--- src/sv/clt_pkg.sv ---
// Shared types and codes for the character LCD terminal controller.
`default_nettype none
package clt_pkg;

  // Parser modes of the byte classifier
  typedef enum logic [2:0] {
    PM_NORMAL, PM_SKIP, PM_ESC, PM_ROW, PM_COL, PM_SLOT, PM_GLYPH
  } pmode_t;

  // Commands handed from the classifier to the executor
  typedef enum logic [4:0] {
    OP_NOP, OP_PUT, OP_BS, OP_TAB, OP_NL, OP_CR, OP_UP, OP_DOWN, OP_RIGHT,
    OP_LEFT, OP_HOME, OP_CLEAR, OP_ERASE, OP_ROW, OP_COL, OP_GROW, OP_GLAST
  } op_t;

  // Executor states
  typedef enum logic [2:0] {
    B_IDLE, B_EXEC, B_SRC, B_SWAIT, B_PRD, B_PCMP, B_GLY, B_DONE
  } bstate_t;

  typedef struct packed {
    op_t        op;
    logic [7:0] arg;
    logic [2:0] idx;   // glyph row index or glyph slot
  } cmd_t;

  typedef struct packed {
    logic       iv;
    logic [7:0] ib;
    logic       dv;
    logic [7:0] db;
  } res_t;

  localparam int QDEPTH = 4;

  // Configuration port
  localparam int CFG_IW = 1;
  localparam int CFG_DW = 5;
  localparam logic [CFG_IW-1:0] REG_ROWS = 1'b0;
  localparam logic [CFG_IW-1:0] REG_COLS = 1'b1;

  // Terminal bytes
  localparam logic [7:0] CH_EOT   = 8'h04;
  localparam logic [7:0] CH_BS    = 8'h08;
  localparam logic [7:0] CH_TAB   = 8'h09;
  localparam logic [7:0] CH_LF    = 8'h0a;
  localparam logic [7:0] CH_CR    = 8'h0d;
  localparam logic [7:0] CH_ESC   = 8'h1b;
  localparam logic [7:0] CH_ZERO  = 8'h30;
  localparam logic [7:0] CH_SEVEN = 8'h37;
  localparam logic [7:0] CH_SPACE = 8'h20;
  localparam logic [7:0] ESC_UP    = 8'h41;
  localparam logic [7:0] ESC_DOWN  = 8'h42;
  localparam logic [7:0] ESC_RIGHT = 8'h43;
  localparam logic [7:0] ESC_LEFT  = 8'h44;
  localparam logic [7:0] ESC_HOME  = 8'h48;
  localparam logic [7:0] ESC_CLEAR = 8'h4a;
  localparam logic [7:0] ESC_ERASE = 8'h4b;
  localparam logic [7:0] ESC_ADDR  = 8'h59;
  localparam logic [7:0] ESC_GLYPH = 8'h52;
  localparam logic [7:0] ADDR_BIAS = 8'h1f;

  // Panel instructions and address map
  localparam logic [7:0] SET_DDRAM = 8'h80;
  localparam logic [7:0] SET_CGRAM = 8'h40;
  localparam logic [7:0] INS_CLEAR = 8'h01;
  localparam int ROW_LINE = 'h40;
  localparam int ROW2_OFS = 'h14;
  // Single-row 16-column panels are split in two halves at column 8
  localparam int SPLIT_COLS = 16;
  localparam int SPLIT_COL  = 8;

endpackage
`default_nettype wire

--- src/sv/clt_front.sv ---
// Byte classifier: tracks escape parsing and turns each byte into a command.
`default_nettype none
module clt_front import clt_pkg::*; (
  input  wire logic       clk,
  input  wire logic       rst,
  input  wire logic       s_tvalid,
  output logic            s_tready,
  input  wire logic [7:0] s_tdata,
  output logic            push,
  output cmd_t            push_cmd,
  input  wire logic       q_full
);

  pmode_t     mode, mode_next;
  logic [2:0] slot, slot_next;
  logic [2:0] gcnt, gcnt_next;
  logic       is_digit;

  assign s_tready = !q_full;
  assign push     = s_tvalid && !q_full;
  assign is_digit = (s_tdata >= CH_ZERO) && (s_tdata <= CH_SEVEN);

  // Classify the byte under the current mode
  always_comb begin
    mode_next    = mode;
    slot_next    = slot;
    gcnt_next    = gcnt;
    push_cmd.op  = OP_NOP;
    push_cmd.arg = s_tdata;
    push_cmd.idx = 3'd0;
    case (mode)
      PM_NORMAL: begin
        priority case (s_tdata)
          CH_EOT: push_cmd.op = OP_NOP;
          CH_BS:  push_cmd.op = OP_BS;
          CH_TAB: push_cmd.op = OP_TAB;
          CH_LF:  push_cmd.op = OP_NL;
          CH_CR:  push_cmd.op = OP_CR;
          CH_ESC: mode_next = PM_SKIP;
          default: push_cmd.op = OP_PUT;
        endcase
      end
      PM_SKIP: mode_next = PM_ESC;
      PM_ESC: begin
        mode_next = PM_NORMAL;
        if (is_digit) begin
          push_cmd.op  = OP_PUT;
          push_cmd.arg = {5'd0, s_tdata[2:0]};
        end else begin
          priority case (s_tdata)
            ESC_UP:    push_cmd.op = OP_UP;
            ESC_DOWN:  push_cmd.op = OP_DOWN;
            ESC_RIGHT: push_cmd.op = OP_RIGHT;
            ESC_LEFT:  push_cmd.op = OP_LEFT;
            ESC_HOME:  push_cmd.op = OP_HOME;
            ESC_CLEAR: push_cmd.op = OP_CLEAR;
            ESC_ERASE: push_cmd.op = OP_ERASE;
            ESC_ADDR:  mode_next = PM_ROW;
            ESC_GLYPH: mode_next = PM_SLOT;
            default:   push_cmd.op = OP_NOP;
          endcase
        end
      end
      PM_ROW: begin
        push_cmd.op = OP_ROW;
        mode_next   = PM_COL;
      end
      PM_COL: begin
        push_cmd.op = OP_COL;
        mode_next   = PM_NORMAL;
      end
      PM_SLOT: begin
        if (is_digit) begin
          slot_next = s_tdata[2:0];
          gcnt_next = 3'd0;
          mode_next = PM_GLYPH;
        end else begin
          mode_next = PM_NORMAL;
        end
      end
      PM_GLYPH: begin
        if (gcnt == 3'd7) begin
          push_cmd.op  = OP_GLAST;
          push_cmd.idx = slot;
          gcnt_next    = 3'd0;
          mode_next    = PM_NORMAL;
        end else begin
          push_cmd.op  = OP_GROW;
          push_cmd.idx = gcnt;
          gcnt_next    = gcnt + 3'd1;
        end
      end
      default: mode_next = PM_NORMAL;
    endcase
  end

  // Advance parser state on each accepted beat
  always_ff @(posedge clk) begin
    if (rst) begin
      mode <= PM_NORMAL;
      slot <= 3'd0;
      gcnt <= 3'd0;
    end else if (push) begin
      mode <= mode_next;
      slot <= slot_next;
      gcnt <= gcnt_next;
    end
  end

endmodule
`default_nettype wire

--- src/sv/clt_queue.sv ---
// Short command queue between classifier and executor.
`default_nettype none
module clt_queue import clt_pkg::*; (
  input  wire logic clk,
  input  wire logic rst,
  input  wire logic push,
  input  wire cmd_t push_cmd,
  output logic      full,
  input  wire logic pop,
  output cmd_t      pop_cmd,
  output logic      empty
);

  localparam int PW = $clog2(QDEPTH);

  cmd_t          slots [QDEPTH];
  logic [PW-1:0] wr_ptr, rd_ptr;
  logic [PW:0]   count;

  assign full    = (count == (PW+1)'(QDEPTH));
  assign empty   = (count == '0);
  assign pop_cmd = slots[rd_ptr];

  // Store entries
  always_ff @(posedge clk) begin
    if (push) slots[wr_ptr] <= push_cmd;
  end

  // Move pointers and fill count
  always_ff @(posedge clk) begin
    if (rst) begin
      wr_ptr <= '0;
      rd_ptr <= '0;
      count  <= '0;
    end else begin
      if (push) wr_ptr <= wr_ptr + PW'(1);
      if (pop)  rd_ptr <= rd_ptr + PW'(1);
      if (push && !pop)      count <= count + (PW+1)'(1);
      else if (pop && !push) count <= count - (PW+1)'(1);
    end
  end

endmodule
`default_nettype wire

--- src/sv/clt_back.sv ---
// Command executor: screen shadow, cursors and panel write generation.
`default_nettype none
module clt_back import clt_pkg::*; #(
  parameter int MAX_ROWS  = 4,
  parameter int MAX_COLS  = 16,
  parameter int TAB_WIDTH = 3
) (
  input  wire logic        clk,
  input  wire logic        rst,
  input  wire logic        q_empty,
  output logic             q_pop,
  input  wire cmd_t        q_cmd,
  input  wire logic [2:0]  rows_in_use,
  input  wire logic [4:0]  cols_in_use,
  output logic             m_tvalid,
  input  wire logic        m_tready,
  output logic [23:0]      m_tdata,
  output logic             m_tlast
);

  localparam int RW    = (MAX_ROWS > 1) ? $clog2(MAX_ROWS) : 1;
  localparam int CW    = $clog2(MAX_COLS);
  localparam int NW    = $clog2(MAX_COLS + 1);
  localparam int RNW   = $clog2(MAX_ROWS + 1);
  localparam int DEPTH = MAX_ROWS * MAX_COLS;
  localparam int AW    = $clog2(DEPTH);

  bstate_t        state, state_next;
  op_t            op;
  logic [7:0]     arg;
  logic [2:0]     idx;
  logic [RW-1:0]  crow, pr, sr, panel_row, crow_cl;
  logic [CW-1:0]  ccol, pc, sj, ccol_cl;
  logic [NW-1:0]  panel_col;
  logic           known;
  logic [7:0]     pch;
  logic [2:0]     gk;
  logic [7:0]     grow [8];
  logic [7:0]     mem [DEPTH];
  logic [DEPTH-1:0] vbits;
  logic [7:0]     mem_rd;
  logic           v_rd;
  logic           pend_v, out_v, out_last;
  res_t           pend, out_res, emit_res;
  logic           emit_req, flush_req, stall, out_free;
  logic [RNW-1:0] rows_n;
  logic [NW-1:0]  cols_n;
  logic [RW-1:0]  rows_last;
  logic [CW-1:0]  cols_last;
  logic [AW-1:0]  rd_addr, dst_addr;
  logic [7:0]     cur, adj;
  logic           changed, need_addr;
  logic [6:0]     ddram;
  logic [6:0]     tab_tbl [MAX_COLS];

  // Clamp configured size into the fitted range
  always_comb begin
    if (rows_in_use == 3'd0)           rows_n = RNW'(1);
    else if (int'(rows_in_use) > MAX_ROWS) rows_n = RNW'(MAX_ROWS);
    else                               rows_n = RNW'(rows_in_use);
    if (cols_in_use == 5'd0)           cols_n = NW'(1);
    else if (int'(cols_in_use) > MAX_COLS) cols_n = NW'(MAX_COLS);
    else                               cols_n = NW'(cols_in_use);
  end
  assign rows_last = RW'(rows_n - RNW'(1));
  assign cols_last = CW'(cols_n - NW'(1));
  assign crow_cl   = (crow > rows_last) ? rows_last : crow;
  assign ccol_cl   = (ccol > cols_last) ? cols_last : ccol;

  // Next tab stop for each column
  for (genvar k = 0; k < MAX_COLS; k++) begin : g_tab
    localparam int TS = ((k + 1) / TAB_WIDTH) * TAB_WIDTH + TAB_WIDTH - 1;
    assign tab_tbl[k] = 7'(TS);
  end

  // Shadow addressing and compare
  assign dst_addr = AW'(int'(pr) * MAX_COLS + int'(pc));
  assign rd_addr  = (state == B_SRC) ? AW'((int'(sr) + 1) * MAX_COLS + int'(sj)) : dst_addr;
  assign cur      = v_rd ? mem_rd : CH_SPACE;
  assign changed  = (cur != pch);
  assign ddram    = (int'(pr) >= 2)
                  ? 7'((int'(pr) - 2) * ROW_LINE + int'(pc) + ROW2_OFS)
                  : 7'(int'(pr) * ROW_LINE + int'(pc));
  assign need_addr = !known || (panel_row != pr) || (panel_col != NW'(pc)) ||
                     ((rows_n == RNW'(1)) && (int'(cols_n) == SPLIT_COLS) &&
                      (int'(pc) == SPLIT_COL));
  assign adj = arg - ADDR_BIAS;

  // Result generation
  always_comb begin
    emit_req  = 1'b0;
    flush_req = 1'b0;
    emit_res  = '0;
    unique case (state)
      B_EXEC: begin
        if (op == OP_CLEAR) begin
          emit_req    = 1'b1;
          emit_res.iv = 1'b1;
          emit_res.ib = INS_CLEAR;
        end
      end
      B_PCMP: begin
        emit_req    = changed;
        emit_res.iv = need_addr;
        emit_res.ib = need_addr ? (SET_DDRAM | {1'b0, ddram}) : 8'd0;
        emit_res.dv = 1'b1;
        emit_res.db = pch;
      end
      B_GLY: begin
        emit_req    = 1'b1;
        emit_res.iv = (gk == 3'd0);
        emit_res.ib = (gk == 3'd0) ? (SET_CGRAM | {2'b00, idx, 3'b000}) : 8'd0;
        emit_res.dv = 1'b1;
        emit_res.db = grow[gk];
      end
      B_DONE: flush_req = pend_v;
      B_IDLE, B_SRC, B_SWAIT, B_PRD: ;
    endcase
  end
  assign out_free = !out_v || m_tready;
  assign stall    = (emit_req || flush_req) && pend_v && !out_free;
  assign q_pop    = (state == B_IDLE) && !q_empty;

  // Next state
  always_comb begin
    state_next = state;
    unique case (state)
      B_IDLE: if (!q_empty) state_next = B_EXEC;
      B_EXEC: begin
        priority case (op)
          OP_PUT, OP_ERASE: state_next = B_PRD;
          OP_BS:    state_next = (ccol != '0) ? B_PRD : B_DONE;
          OP_NL:    state_next = (crow < rows_last) ? B_DONE : B_SRC;
          OP_CLEAR: state_next = stall ? B_EXEC : B_DONE;
          OP_GLAST: state_next = B_GLY;
          default:  state_next = B_DONE;
        endcase
      end
      B_SRC:  state_next = (sr == rows_last) ? B_PRD : B_SWAIT;
      B_SWAIT: state_next = B_PRD;
      B_PRD:  state_next = B_PCMP;
      B_PCMP: begin
        if (!stall) begin
          if (op == OP_NL)
            state_next = ((sj == cols_last) && (sr == rows_last)) ? B_DONE : B_SRC;
          else if (op == OP_ERASE)
            state_next = (pc == cols_last) ? B_DONE : B_PRD;
          else
            state_next = B_DONE;
        end
      end
      B_GLY:  if (!stall && gk == 3'd7) state_next = B_DONE;
      B_DONE: if (!stall) state_next = B_IDLE;
    endcase
  end

  // Shadow memory with registered read
  always_ff @(posedge clk) begin
    if (state == B_PCMP && changed && !stall) mem[dst_addr] <= pch;
    mem_rd <= mem[rd_addr];
    v_rd   <= vbits[rd_addr];
  end

  // Written-cell flags: unwritten cells read as space
  always_ff @(posedge clk) begin
    if (rst) vbits <= '0;
    else if (state == B_EXEC && op == OP_CLEAR && !stall) vbits <= '0;
    else if (state == B_PCMP && changed && !stall) vbits[dst_addr] <= 1'b1;
  end

  // Glyph row buffer
  always_ff @(posedge clk) begin
    if (state == B_EXEC && op == OP_GROW)  grow[idx] <= arg;
    if (state == B_EXEC && op == OP_GLAST) grow[7]   <= arg;
  end

  // Command registers and sweep counters
  always_ff @(posedge clk) begin
    if (q_pop) begin
      op  <= q_cmd.op;
      arg <= q_cmd.arg;
      idx <= q_cmd.idx;
    end
    unique case (state)
      B_EXEC: begin
        pr  <= crow;
        pc  <= (op == OP_BS) ? ccol - CW'(1) : ccol;
        pch <= (op == OP_PUT) ? arg : CH_SPACE;
        sr  <= '0;
        sj  <= '0;
        gk  <= 3'd0;
      end
      B_SRC: begin
        pr  <= sr;
        pc  <= sj;
        pch <= CH_SPACE;
      end
      B_SWAIT: pch <= cur;
      B_PCMP: begin
        if (!stall) begin
          if (op == OP_ERASE) pc <= pc + CW'(1);
          if (sj == cols_last) begin
            sj <= '0;
            sr <= sr + RW'(1);
          end else begin
            sj <= sj + CW'(1);
          end
        end
      end
      B_GLY: if (!stall) gk <= gk + 3'd1;
      B_IDLE, B_PRD, B_DONE: ;
    endcase
  end

  // Cursors, panel position and state
  always_ff @(posedge clk) begin
    if (rst) begin
      state     <= B_IDLE;
      crow      <= '0;
      ccol      <= '0;
      panel_row <= '0;
      panel_col <= '0;
      known     <= 1'b1;
    end else begin
      state <= state_next;
      if (q_pop) begin
        crow <= crow_cl;
        ccol <= ccol_cl;
      end
      if (state == B_EXEC) begin
        unique case (op)
          OP_BS:    if (ccol != '0) ccol <= ccol - CW'(1);
          OP_TAB:   ccol <= (tab_tbl[ccol] >= 7'(cols_n)) ? cols_last
                                                          : CW'(tab_tbl[ccol]);
          OP_NL:    if (crow < rows_last) crow <= crow + RW'(1);
          OP_CR:    ccol <= '0;
          OP_UP:    if (crow != '0) crow <= crow - RW'(1);
          OP_DOWN:  if (crow < rows_last) crow <= crow + RW'(1);
          OP_RIGHT: if (ccol < cols_last) ccol <= ccol + CW'(1);
          OP_LEFT:  if (ccol != '0) ccol <= ccol - CW'(1);
          OP_HOME: begin
            crow <= '0;
            ccol <= '0;
          end
          OP_CLEAR: if (!stall) begin
            panel_row <= '0;
            panel_col <= '0;
            known     <= 1'b1;
          end
          OP_ROW: begin
            if (arg < ADDR_BIAS)                     crow <= '0;
            else if (adj >= 8'(rows_n))              crow <= rows_last;
            else                                     crow <= RW'(adj);
          end
          OP_COL: begin
            if (arg < ADDR_BIAS)                     ccol <= '0;
            else if (adj >= 8'(cols_n))              ccol <= cols_last;
            else                                     ccol <= CW'(adj);
          end
          OP_NOP, OP_PUT, OP_ERASE, OP_GROW, OP_GLAST: ;
        endcase
      end
      if (state == B_PCMP && !stall) begin
        if (changed) begin
          if (need_addr) begin
            panel_row <= pr;
            panel_col <= NW'(pc) + NW'(1);
            known     <= 1'b1;
          end else begin
            panel_col <= panel_col + NW'(1);
          end
        end
        if (op == OP_PUT && pc < cols_last) ccol <= ccol + CW'(1);
      end
      if (state == B_GLY && !stall && gk == 3'd7) known <= 1'b0;
    end
  end

  // Hold one result back so the final one can carry last
  always_ff @(posedge clk) begin
    if (rst) begin
      pend_v <= 1'b0;
      out_v  <= 1'b0;
    end else begin
      if (emit_req && !stall) begin
        pend_v <= 1'b1;
        if (pend_v) out_v <= 1'b1;
        else if (m_tready) out_v <= 1'b0;
      end else if (flush_req && !stall) begin
        pend_v <= 1'b0;
        out_v  <= 1'b1;
      end else if (m_tready) begin
        out_v <= 1'b0;
      end
    end
  end

  always_ff @(posedge clk) begin
    if (emit_req && !stall) begin
      pend <= emit_res;
      if (pend_v) begin
        out_res  <= pend;
        out_last <= 1'b0;
      end
    end else if (flush_req && !stall) begin
      out_res  <= pend;
      out_last <= 1'b1;
    end
  end

  assign m_tvalid = out_v;
  assign m_tlast  = out_last;
  assign m_tdata  = {6'd0, out_res.db, out_res.dv, out_res.ib, out_res.iv};

endmodule
`default_nettype wire

--- src/sv/char_lcd_terminal_controller.sv ---
// Top level of the character LCD terminal controller.
//
//  channel  direction  beat contents
//  s_*      in         tdata[7:0] in_byte
//  m_*      out        tdata: instr_valid, instr_byte, data_valid, data_byte; tlast last
//  cfg_*    in         cfg_index selects register, cfg_data[4:0] value
//
// A byte is classified as it is accepted and queued; the executor walks a
// character write through its EXEC, PRD, PCMP and DONE states. A scroll walks
// the screen shadow through its single read port, moving each cell up one row,
// then blanks the bottom row; an erase to end of line passes PRD and PCMP per cell.
// Reset is synchronous; after it the shadow reads as all spaces at once.
// The input stalls only when the command queue is full; the executor stalls
// while the output register is held by the sink.
`default_nettype none
module char_lcd_terminal_controller import clt_pkg::*; #(
  parameter int MAX_ROWS  = 4,
  parameter int MAX_COLS  = 16,
  parameter int TAB_WIDTH = 3
) (
  input  wire logic              clk,
  input  wire logic              rst,
  input  wire logic              s_tvalid,
  output logic                   s_tready,
  input  wire logic [7:0]        s_tdata,   // [7:0] in_byte
  output logic                   m_tvalid,
  input  wire logic              m_tready,
  output logic [23:0]            m_tdata,   // [0] instr_valid, [8:1] instr_byte,
                                            // [9] data_valid, [17:10] data_byte
  output logic                   m_tlast,
  input  wire logic              cfg_valid,
  output logic                   cfg_ready,
  input  wire logic [CFG_IW-1:0] cfg_index,
  input  wire logic [CFG_DW-1:0] cfg_data
);

  logic [2:0] rows_in_use;
  logic [4:0] cols_in_use;
  logic       push, q_full, q_empty, q_pop;
  cmd_t       push_cmd, q_cmd;

  assign cfg_ready = 1'b1;

  // Configuration registers
  always_ff @(posedge clk) begin
    if (rst) begin
      rows_in_use <= 3'd2;
      cols_in_use <= 5'd16;
    end else if (cfg_valid) begin
      unique case (cfg_index)
        REG_ROWS: rows_in_use <= cfg_data[2:0];
        REG_COLS: cols_in_use <= cfg_data[4:0];
      endcase
    end
  end

  clt_front u_front (
    .clk, .rst, .s_tvalid, .s_tready, .s_tdata,
    .push, .push_cmd, .q_full
  );

  clt_queue u_queue (
    .clk, .rst, .push, .push_cmd, .full(q_full),
    .pop(q_pop), .pop_cmd(q_cmd), .empty(q_empty)
  );

  clt_back #(
    .MAX_ROWS(MAX_ROWS), .MAX_COLS(MAX_COLS), .TAB_WIDTH(TAB_WIDTH)
  ) u_back (
    .clk, .rst, .q_empty, .q_pop, .q_cmd, .rows_in_use, .cols_in_use,
    .m_tvalid, .m_tready, .m_tdata, .m_tlast
  );

endmodule
`default_nettype wire
--- config.mk ---
export PLATFORM = sky130hd
export DESIGN_NAME = char_lcd_terminal_controller
export DESIGN_NICKNAME = d
export VERILOG_FILES = /design/src/sv/clt_pkg.sv /design/src/sv/clt_front.sv /design/src/sv/clt_queue.sv /design/src/sv/clt_back.sv /design/src/sv/char_lcd_terminal_controller.sv
export SDC_FILE = /design/constraint.sdc
export NUM_CORES = 1
export LEC_CHECK = 0
export BUFFER_PORTS_ARGS = -buffer_cell sky130_fd_sc_hd__clkbuf_2
export CAP_MARGIN = 20
export CORE_ASPECT_RATIO = 0.5
export CORE_MARGIN = 3
export CORE_UTILIZATION = 50
export DETAILED_ROUTE_END_ITERATION = 8
export GPL_TIMING_DRIVEN = 0
export PLACE_DENSITY = 0.64
export SYNTH_ARGS = -nofsm -noshare
export SYNTH_HDL_FRONTEND = slang
export SYNTH_SLANG_ARGS = --single-unit
--- constraint.sdc ---
create_clock -name clk -period 4.4 [get_ports clk]
set_input_delay 0.44 -clock clk [delete_from_list [all_inputs] [get_ports clk]]
set_output_delay 0.44 -clock clk [all_outputs]
set_load 0.02 [all_outputs]
==> impl_results.md <==
* Run status: complete, but fails checks
* Violated checks: setup timing
* Clock Skews at 0.02459 ns
* R2r startpoint: u_back.pch[7]
* Post-synthesis sequential area ratio at 68.94%
* Initial antenna violation count at 1
* 1st-iter DRT viols at 2188
* Core Region at 67740 sq um
* Post-route clock period utilization at 100.7%
* Worst r2r dst: u_back.mem[9][2]
* GR Util met1 at 34.48%
* Overall global routing resource usage at 23.54%
* Most frequent cell after synthesis: edfxtp_1
* Hold path start: cfg_data[3]
* Fraction of registers with async set/reset at 0%
* Post-route non-filler standard cell count at 3234
* Setup violators final at 18
* Crit path kind: flip-flop to flip-flop
* Peak fanout along the critical path at 22
* Grt met3 use at 4.803%
* Post-CTS Hold Buffers at 0
* Area leader, netlist: edfxtp_1
* Root Driver: clkbuf_16
* Final hold violations at 0
* PwrDens at 635.0 nW/um^2
* WHS Path Cells at 3
* Distinct cell type count of the synthesized netlist at 80
* H-tree depth at 3
* I/O pin count at 47
* Clk Latency, worst-skew pair at 0.63 ns
* Largest net degree at the start of global routing at 33
* Top cells by area, synth: edfxtp_1 62%, mux4_2 11%, dfxtp_1 6.9%
* Syn Std Cell Area at 34640 sq um
* Synth Flop Type: edfxtp_1
* Reg2Reg Depth at 9
* RSZ-0062 raised after global routing: yes
* Hold Path Class: primary input to flip-flop
* Max Cap Violations at 0
* Area share of the largest cell type after synthesis at 62.07%
* Port bufs at 38
* TritonRoute pass-1 iters at 5
* NumNets Final at 2343
* CTS clk-pin slew, worst paths at 0.07 ns
* CTS Buffer Depth at 3
* TritonCTS clock tree: built
* WL/cell at 26.15 microns
* Post-Synthesis Cells at 2113
* Post-synth top cells: 716 x edfxtp_1, 176 x mux4_2, 154 x nor2_1
* Max-slew headroom at 24.21%
* Fin Hold WS at 0.05804 ns
* FF+latch count, synth at 835
* Peak supply drop at 0.3429 mV
* FMAX at 225.6 MHz
* Worst EP arrival at 4.68 ns
* CP Data Required Time at 4.65 ns
* Cell Rows at 67
* Vias at 19906
* Min Tclk post-route at 4.432 ns
* Post-DRT Antenna Nets at 0
* Antenna diode count at 0
* Worst-margin pin slew at 1.133 ns
* DP Area at 36560 sq um
* Total power at 0.02497 W
* Post-Syn Area per Cell at 16.39 sq um
* Number of synthesized flops with an enable pin at 716
* Design Area, Final at 39330 sq um
* Fin. max-slew vios at 0
* CTS Buf Count at 74
* Remaining global-route overflow at 0
* P_leak at 12.83 nW
* Die width at 378.2 microns
* Final worst slack at -0.03195 ns
* Final wirelength at 84570 microns
* Endpoint class of the critical path: flip-flop
* Reg2Reg Setup Slack at -0.03 ns
* Vias in the first global route at 19449
* Residual DRC at 0
* GP Congestion at 0.9297
* CP Launch Type: flip-flop
* Starting Density at 51.14%
* Die height at 192.1 microns
* DR vias/cell at 6.155
* Num Clock Sinks at 835
* GRT busiest layer: met2
* Area growth, synth to finish at 13.54%
* Die area at 72670 sq um
* Layout cells sized above 1 at 20.50%
* First-pass GRT wire length at 126100 microns
* Grt met2 use at 36.57%
* Yosys warning total at 0
* Dpl cells at 3078
* Hold Crit Endpoint: cols_in_use[3]
* DP Wirelength at 57870 microns
-- cell type report --
| cell class | count | area [sq um] |
|---|---|---|
| plain buffers | 123 | 565.5 |
| fillers | 5220 | 28400 |
| inverters | 32 | 120.1 |
| repair buffers | 82 | 914.6 |
| clock buffers | 109 | 2147 |
| well taps | 897 | 1122 |
| multi-input cells | 1128 | 10290 |
| flip-flops and latches | 835 | 23880 |
| clock inverters | 28 | 294.0 |
-- what timing repair did --
action	4_1_cts	5_1_grt
buffers inserted	0	18
pin swaps	1	5
resized for setup	22	45
setup endpoints to repair	213	560
-- routing by layer --
layer | up-vias | part of all wire (%) | wire (microns)
li1 | 8757 | - | -
met1 | 10334 | 44 | 37400
met2 | 702 | 47 | 39330
met3 | 113 | 7.4 | 6225
met4 | 0 | 1.9 | 1613
met5 | - | 0 | 0
-- cell families (layout without fill, tap and decap cells) --
logic type | Yosys count | count (layout) | share of synthesized area, %
adder cells (fa/ha/maj) | 50 | 50 | 1.813
AO/OA/AOI/OAI | 372 | 372 | 7.296
XOR/XNOR | 41 | 41 | 1.076
flip-flops | 835 | 835 | 68.94
AND/OR/NAND/NOR | 447 | 447 | 6.433
buffers and inverters | 155 | 374 | 1.940
other | 2 | 7 | 0.02168
multiplexers | 211 | 211 | 12.48
-- placed cells by master, fill, tap and decap left out, types with 10 or more instances in the layout --
cell	instances
edfxtp_1	716
mux4_2	176
dfxtp_1	119
clkbuf_1	107
nor2_1	98
a21oi_1	84
nand2_1	83
a22oi_1	78
clkbuf_16	77
o21a_1	67
nor2_2	54
ha_1	47
o21ai_0	46
clkbuf_2	42
buf_4	35
nand3_1	35
nor3_1	32
inv_1	30
mux2i_1	29
xnor2_1	20
nand2b_1	19
xor2_1	19
buf_16	18
and2_1	15
clkinv_1	14
and3_1	14
a22o_1	12
nor2b_1	12
or4_1	11
nand4_1	11
clkbuf_8	11
a21o_1	10
a211oi_1	10
-- how the worst max path moves through the flow --
| stage | start | endpoint | slack, ns |
|---|---|---|---|
| 4_1_cts | u_back.pch[2] | u_back.mem[5][3] | -0.19 |
| 2_1_floorplan | u_back.pch[3] | u_back.m_tdata[0] | 0.92 |
| 5_1_grt | u_back.pch[7] | u_back.mem[49][0] | -0.29 |
| 3_3_place_gp | u_back.pch[1] | u_back.mem[13][1] | -1.26 |
| 3_5_place_dp | u_back.pc[1] | u_back.mem_rd[3] | -0.58 |
| 6_report | u_back.pch[7] | u_back.mem[9][2] | -0.03 |
-- through the flow --
stage	utilization, %	setup TNS (ns)	setup WS, ns
6_report	58.07	-0.3954	-0.03195
3_3_place_gp	53.11	-641.01	-1.258
4_1_cts	57.65	-12.61	-0.1886
2_1_floorplan	-	0	0.9171
5_1_grt	58.07	-12.41	-0.2948
3_5_place_dp	53.97	-19.57	-0.5813
-- registers in the layout, indices dropped and copies added, names as in the netlist, 5 cells and up, named ones only --
| signal | count |
|---|---|
| u_back.mem_rd | 8 |
| u_back.mem | 512 |
| u_queue.slots | 64 |
| u_back.m_tdata | 18 |
| u_back.vbits | 64 |
| u_back.pch | 8 |
| u_back.op | 5 |
| u_back.pend | 18 |
| u_back.panel_col | 5 |
| u_back.grow | 64 |
| cols_in_use | 5 |
| u_back.arg | 8 |
-- critical path, stage by stage (launching register included) --
cell      delay, ns
edfxtp_1       0.75
buf_16         0.32
nor4bb_1       0.14
a31o_2         0.21
a22oi_1        0.12
or4_1          0.16
clkbuf_1       0.28
clkbuf_1       0.41
nand4_1        0.70
nor2_1         0.96
-- report_power, final --
part / switching (W) / internal (W) / total, W
clock: 0.00287 / 0.00370 / 0.00657
combinational: 0.00505 / 0.00322 / 0.00827
sequential: 0.000491 / 0.00964 / 0.0101
total: 0.00841 / 0.0166 / 0.0250
(Power assumes the default switching activity.)
